==> config.mk <==
export PLATFORM = sky130hd
export DESIGN_NAME = mau_ctrl
export DESIGN_NICKNAME = d
export VERILOG_FILES = /design/src/mau_pkg.sv /design/src/mau_ctrl.sv
export SDC_FILE = /design/constraint.sdc
export NUM_CORES = 1
export LEC_CHECK = 0
export BUFFER_PORTS_ARGS = -buffer_cell sky130_fd_sc_hd__buf_2
export CAP_MARGIN = 20
export CORE_MARGIN = 5
export CORE_UTILIZATION = 50
export CTS_CLUSTER_DIAMETER = 100
export DETAILED_ROUTE_END_ITERATION = 8
export GPL_TIMING_DRIVEN = 0
export PLACE_DENSITY_LB_ADDON = 0.25
export SLEW_MARGIN = 5
export SYNTH_ARGS = -nofsm -noshare
export SYNTH_HDL_FRONTEND = slang
export SYNTH_SLANG_ARGS = --single-unit
==> constraint.sdc <==
create_clock -name i_clk -period 2.5 [get_ports i_clk]
set_clock_uncertainty 0.1 [all_clocks]
set_input_delay 0.375 -clock i_clk [delete_from_list [all_inputs] [get_ports i_clk]]
set_output_delay 0.375 -clock i_clk [all_outputs]
set_load 0.01 [all_outputs]
==> src/mau_pkg.sv <==
// Package for the modular arithmetic unit: widths, command codes,
// controller states and the command/status structs between control and datapath.
// No dependencies.
package mau_pkg;

    localparam int MOD_W  = 31;
    localparam int DATA_W = 64;
    localparam int CNT_W  = 7;
    localparam int COEF_W = MOD_W + 2;

    localparam logic [MOD_W-1:0] MOD_RESET = MOD_W'(998244353);
    localparam logic             REG_MODULUS = 1'b0;

    typedef enum logic [2:0] {
        CMD_REDUCE, CMD_ADD, CMD_SUB, CMD_MUL, CMD_DIV, CMD_POW, CMD_NEG, CMD_INV
    } t_cmd;

    typedef enum logic [1:0] {FS_A, FS_B, FS_U} t_fold_sel;

    typedef enum logic [1:0] {MM_AB, MM_RX, MM_XX} t_mm_sel;

    typedef enum logic [3:0] {
        OP_NONE, OP_LOAD, OP_FOLD_START, OP_FOLD_END, OP_SIMPLE, OP_MM_MUL,
        OP_MM_START, OP_MM_END, OP_PW_INIT, OP_EU_INIT, OP_EU_START, OP_EU_MUL,
        OP_EU_UPD, OP_EU_END, OP_OUT
    } t_dp_op;

    typedef enum logic [4:0] {
        S_IDLE, S_FOLD_GO, S_FOLD_RUN, S_FOLD_END, S_DISPATCH, S_MM_MUL, S_MM_GO,
        S_MM_RUN, S_MM_END, S_PW_CHECK, S_EU_CHECK, S_EU_GO, S_EU_RUN, S_EU_MUL,
        S_EU_UPD, S_EU_END, S_FINISH
    } t_state;

    typedef struct packed {
        t_dp_op    op;
        t_fold_sel fold_sel;
        t_mm_sel   mm_sel;
    } t_dp_cmd;

    typedef struct packed {
        t_cmd cmd;
        logic div_busy;
        logic n_zero;
        logic n_bit0;
        logic n_neg;
        logic eb_zero;
        logic out_free;
    } t_dp_status;

endpackage

==> src/mau_ctrl.sv <==
// Controller state machine of the modular arithmetic unit.
// Depends on mau_pkg.
module mau_ctrl
    import mau_pkg::*;
(
    input  logic       i_clk,
    input  logic       i_rst_n,
    input  logic       i_in_valid,
    input  t_dp_status i_status,
    output logic       o_in_ready,
    output t_dp_cmd    o_cmd
);

    t_state    r_state, n_state;
    t_fold_sel r_fold_sel, n_fold_sel;
    t_mm_sel   r_mm_sel, n_mm_sel;

    always_ff @(posedge i_clk) begin
        if (!i_rst_n) begin
            r_state    <= S_IDLE;
            r_fold_sel <= FS_A;
            r_mm_sel   <= MM_AB;
        end else begin
            r_state    <= n_state;
            r_fold_sel <= n_fold_sel;
            r_mm_sel   <= n_mm_sel;
        end
    end

    always_comb begin
        n_state    = r_state;
        n_fold_sel = r_fold_sel;
        n_mm_sel   = r_mm_sel;
        unique case (r_state)
            S_IDLE: begin
                if (i_in_valid) begin
                    n_state    = S_FOLD_GO;
                    n_fold_sel = FS_A;
                end
            end
            S_FOLD_GO:  n_state = S_FOLD_RUN;
            S_FOLD_RUN: if (!i_status.div_busy) n_state = S_FOLD_END;
            S_FOLD_END: begin
                case (r_fold_sel)
                    FS_A: begin
                        n_fold_sel = FS_B;
                        n_state    = S_FOLD_GO;
                    end
                    FS_B: n_state = S_DISPATCH;
                    default: begin
                        if (i_status.cmd == CMD_DIV) begin
                            n_mm_sel = MM_AB;
                            n_state  = S_MM_MUL;
                        end else begin
                            n_state = S_FINISH;
                        end
                    end
                endcase
            end
            S_DISPATCH: begin
                case (i_status.cmd) inside
                    CMD_MUL: begin
                        n_mm_sel = MM_AB;
                        n_state  = S_MM_MUL;
                    end
                    CMD_DIV, CMD_INV: n_state = S_EU_CHECK;
                    CMD_POW:          n_state = S_PW_CHECK;
                    default:          n_state = S_FINISH;
                endcase
            end
            S_MM_MUL: n_state = S_MM_GO;
            S_MM_GO:  n_state = S_MM_RUN;
            S_MM_RUN: if (!i_status.div_busy) n_state = S_MM_END;
            S_MM_END: begin
                case (r_mm_sel)
                    MM_AB: n_state = S_FINISH;
                    MM_RX: begin
                        n_mm_sel = MM_XX;
                        n_state  = S_MM_MUL;
                    end
                    default: n_state = S_PW_CHECK;
                endcase
            end
            S_PW_CHECK: begin
                if (i_status.n_neg || i_status.n_zero) begin
                    n_state = S_FINISH;
                end else begin
                    n_mm_sel = i_status.n_bit0 ? MM_RX : MM_XX;
                    n_state  = S_MM_MUL;
                end
            end
            S_EU_CHECK: n_state = i_status.eb_zero ? S_EU_END : S_EU_GO;
            S_EU_GO:    n_state = S_EU_RUN;
            S_EU_RUN:   if (!i_status.div_busy) n_state = S_EU_MUL;
            S_EU_MUL:   n_state = S_EU_UPD;
            S_EU_UPD:   n_state = S_EU_CHECK;
            S_EU_END: begin
                n_fold_sel = FS_U;
                n_state    = S_FOLD_GO;
            end
            S_FINISH: if (i_status.out_free) n_state = S_IDLE;
            default:  n_state = S_IDLE;
        endcase
    end

    always_comb begin
        o_cmd.op       = OP_NONE;
        o_cmd.fold_sel = r_fold_sel;
        o_cmd.mm_sel   = r_mm_sel;
        o_in_ready     = 1'b0;
        unique case (r_state)
            S_IDLE: begin
                o_in_ready = 1'b1;
                if (i_in_valid) o_cmd.op = OP_LOAD;
            end
            S_FOLD_GO:  o_cmd.op = OP_FOLD_START;
            S_FOLD_END: o_cmd.op = OP_FOLD_END;
            S_DISPATCH: begin
                case (i_status.cmd) inside
                    CMD_MUL:          o_cmd.op = OP_NONE;
                    CMD_DIV, CMD_INV: o_cmd.op = OP_EU_INIT;
                    CMD_POW:          o_cmd.op = OP_PW_INIT;
                    default:          o_cmd.op = OP_SIMPLE;
                endcase
            end
            S_MM_MUL: o_cmd.op = OP_MM_MUL;
            S_MM_GO:  o_cmd.op = OP_MM_START;
            S_MM_END: o_cmd.op = OP_MM_END;
            S_EU_GO:  o_cmd.op = OP_EU_START;
            S_EU_MUL: o_cmd.op = OP_EU_MUL;
            S_EU_UPD: o_cmd.op = OP_EU_UPD;
            S_EU_END: o_cmd.op = OP_EU_END;
            S_FINISH: if (i_status.out_free) o_cmd.op = OP_OUT;
            default:  o_cmd.op = OP_NONE;
        endcase
    end

endmodule
==> flow_metrics.tcl <==
set metrics [dict create \
    yosys_warnings 0 \
    async_flop_share 0 \
    power_density_mw_per_mm2 411 \
    synth_nets 160 \
    intPower_mw 0.295 \
    r2r-end "r_state[2]" \
    cp-start-kind "flop" \
    drt_wl_total_um 3230 \
    coreArea_sq_mm 0.00194 \
    synth_enable_flop_cells 0 \
    setup.worst_path.start "r_state[1]" \
    io_buffers 19 \
    gp_congestion 0.976 \
    switchingPower_mw 0.184 \
    io_pins 21 \
    synth_cells 148 \
    hold_class "in2reg" \
    drc 0 \
    synth-seq-area-share 0.178 \
    antenna_left 0 \
    num_rows 16 \
    maxCapViolCount 0 \
    clkSinkCount 9 \
    multiInputGateArea_sq_um 764 \
    cp.required_ns 2.03 \
    busiest_layer "met2" \
    tns_ns 0 \
    rr_startpoint "r_state[1]" \
    hold_viol 0 \
    use_met2 0.396 \
    insertion_delay_ns 0.27 \
    clk_pin_slew_ns 0.07 \
    synth_area_per_cell_sq_um 6.82 \
    grt_pass1_wl_um 5460 \
    cp-endpoint "o_cmd[5]" \
    vdd_drop_max_uv 448 \
    grt_pass1_vias 1147 \
    maxSlewHeadroom 0.688 \
    dp_hpwl_um 2390 \
    netlist_area_sq_mm 0.00101 \
    end_kind "output port" \
    finalSetupViolations 0 \
    fmax_mhz 424 \
    clkPwrFrac 0.251 \
    cts.path.max_buffers 2 \
    placed_cells 194 \
    outcome "complete, no violations" \
    p_seq_frac 0.343 \
    finalCritPeriodShare 0.943 \
    ys_ff_latch 9 \
    h-tree-depth 1 \
    arrival_ns 1.88 \
    ys.flop_type "dfxtp_1" \
    area_growth_pct 15.4 \
    grt.total_usage 0.247 \
    nets 183 \
    dr.pass1.iters 5 \
    final_cells 197 \
    grt_max_degree 11 \
    maxSlewViolCount 0 \
    switching_share 0.384 \
    tightest_slew_ns 0.469 \
    seq_area_sq_um 180 \
    use_met1 0.337 \
    fill_cells 198 \
    num_vias 1295 \
    drt_iter0_markers 60 \
    grt_use_met3 0.0402 \
    antenna_found_initial 0 \
    reg2regPathDepth 6 \
    path_class "reg2out" \
    drive_above_1_share 0.206 \
    cts_buffers 3 \
    postCtsSetupRepairBufs 0 \
    yosys.cell_types.count 44 \
    reg2reg_slack_ns 0.52 \
    layout_min_cycle_time_ns 2.36 \
    rsz0062_at_grt "no" \
    n_antenna_cell 0 \
    fp.dieArea_sq_mm 0.00302 \
    cts_tree "done" \
    power.leakage_nw 0.444 \
    vias_per_cell 6.57 \
    grt-ovfl-total 0 \
    routedWlPerCell_um 16.4 \
    die_h_um 54.9 \
    start_util 0.520 \
    pwr-share-comb 0.406 \
    crit_fanout 10 \
    hold_buffers 0 \
    root_buffer "clkbuf_4" \
    die_w_um 54.9 \
]
flip-flops by register name (all words and copies together), names as in the netlist:
signal,count
r_fold_sel,2
r_state,5
r_mm_sel,2
critical path, stage by stage (launching register included):
cell and delay [ns]:
dfxtp_1 0.44, buf_2 0.24, buf_1 0.39, o21ai_0 0.14
o21ai_0 0.17, o22ai_1 0.10, buf_2 0.14
power groups by stage:
| stage | logic [mW] | clock network, mW | registers (mW) |
|---|---|---|---|
| finish | 0.194 | 0.120 | 0.164 |
| global route | 0.213 | 0.128 | 0.165 |
| CTS | 0.190 | 0.117 | 0.163 |
| detailed placement | 0.188 | 0 | 0.166 |
| global placement | 0.184 | 0 | 0.166 |
| floorplan | 0.135 | 0 | 0.164 |
metal layers:
layer | vias up | wire, um
met4 | 0 | 74
li1 | 597 | -
met2 | 102 | 1530
met3 | 15 | 313
met5 | - | 0
met1 | 581 | 1320
what timing repair did:
action / CTS / global route
gates resized for setup: 1 / 4
pin swaps: 0 / 0
setup endpoints to repair: 2 / 3
synth_stat cells, drive strengths merged (2+ instances only):
library cell	n	share of area
o221ai	2	0.017
or3	2	0.017
nand2	13	0.048
o21a	4	0.030
nand3	8	0.040
o21ai	14	0.069
nor2b	8	0.050
nor2	15	0.058
nor4	3	0.019
buf	7	0.038
nand4b	3	0.026
nand2b	7	0.043
o211ai	3	0.022
a21oi	7	0.035
nand3b	2	0.015
clkbuf	5	0.019
dfxtp	9	0.18
nor4bb	2	0.020
a32oi	2	0.017
mux2i	2	0.020
o22ai	4	0.025
nor3	6	0.035
o32ai	3	0.026
inv	2	0.0074
worst min path at each step:
stage / from / end / slack (ns) / depth (start not counted)
3_3_place_gp: r_mm_sel[0] / r_mm_sel[0] / 0.37 / 2
5_1_grt: i_status[3] / r_mm_sel[0] / 0.31 / 3
6_report: i_status[3] / r_mm_sel[0] / 0.29 / 3
3_5_place_dp: r_mm_sel[0] / r_mm_sel[0] / 0.39 / 2
2_1_floorplan: r_mm_sel[0] / r_mm_sel[0] / 0.40 / 2
4_1_cts: i_status[3] / r_mm_sel[0] / 0.30 / 3
logic make-up after synthesis:
| group | after synthesis | synth area share |
|---|---|---|
| AND/OR/NAND/NOR | 74 | 0.404 |
| AO/OA/AOI/OAI | 49 | 0.333 |
| buffers and inverters | 14 | 0.0644 |
| flip-flops | 9 | 0.178 |
| multiplexers | 2 | 0.0198 |
through the flow:
| stage | setup slack (ns) | cell area [sq um] | hold WS (ns) | total power [mW] | utilization |
|---|---|---|---|---|---|
| 2_1_floorplan | 0.535 | 1010 | 0.399 | 0.299 | - |
| 3_5_place_dp | 0.264 | 1140 | 0.387 | 0.355 | 0.586 |
| 4_1_cts | 0.106 | 1170 | 0.300 | 0.470 | 0.601 |
| 3_3_place_gp | 0.288 | 1140 | 0.372 | 0.350 | 0.586 |
| 6_report | 0.142 | 1160 | 0.288 | 0.478 | 0.600 |
| 5_1_grt | 0.0351 | 1160 | 0.306 | 0.506 | 0.600 |
cell usage in the layout (no fill, tap or decap), drive strengths merged, types with 4 or more instances in the layout:
cell / netlist / layout
a21oi: 7 / 7
buf: 7 / 26
clkbuf: 5 / 8
dfxtp: 9 / 9
nand2: 13 / 13
nand2b: 7 / 7
nand3: 8 / 8
nor2: 15 / 15
nor2b: 8 / 8
nor3: 6 / 6
o21a: 4 / 4
o21ai: 14 / 14
o22ai: 4 / 4
final cells by class:
cell class	count	share of cell area
clock buffer	4	0.0226
buffer	11	0.0494
tap	27	0.0290
timing repair buffer	19	0.0816
inverter	2	0.00644
multi-input combinational	125	0.656
sequential	9	0.155
Power figures use the tool's default switching activity.
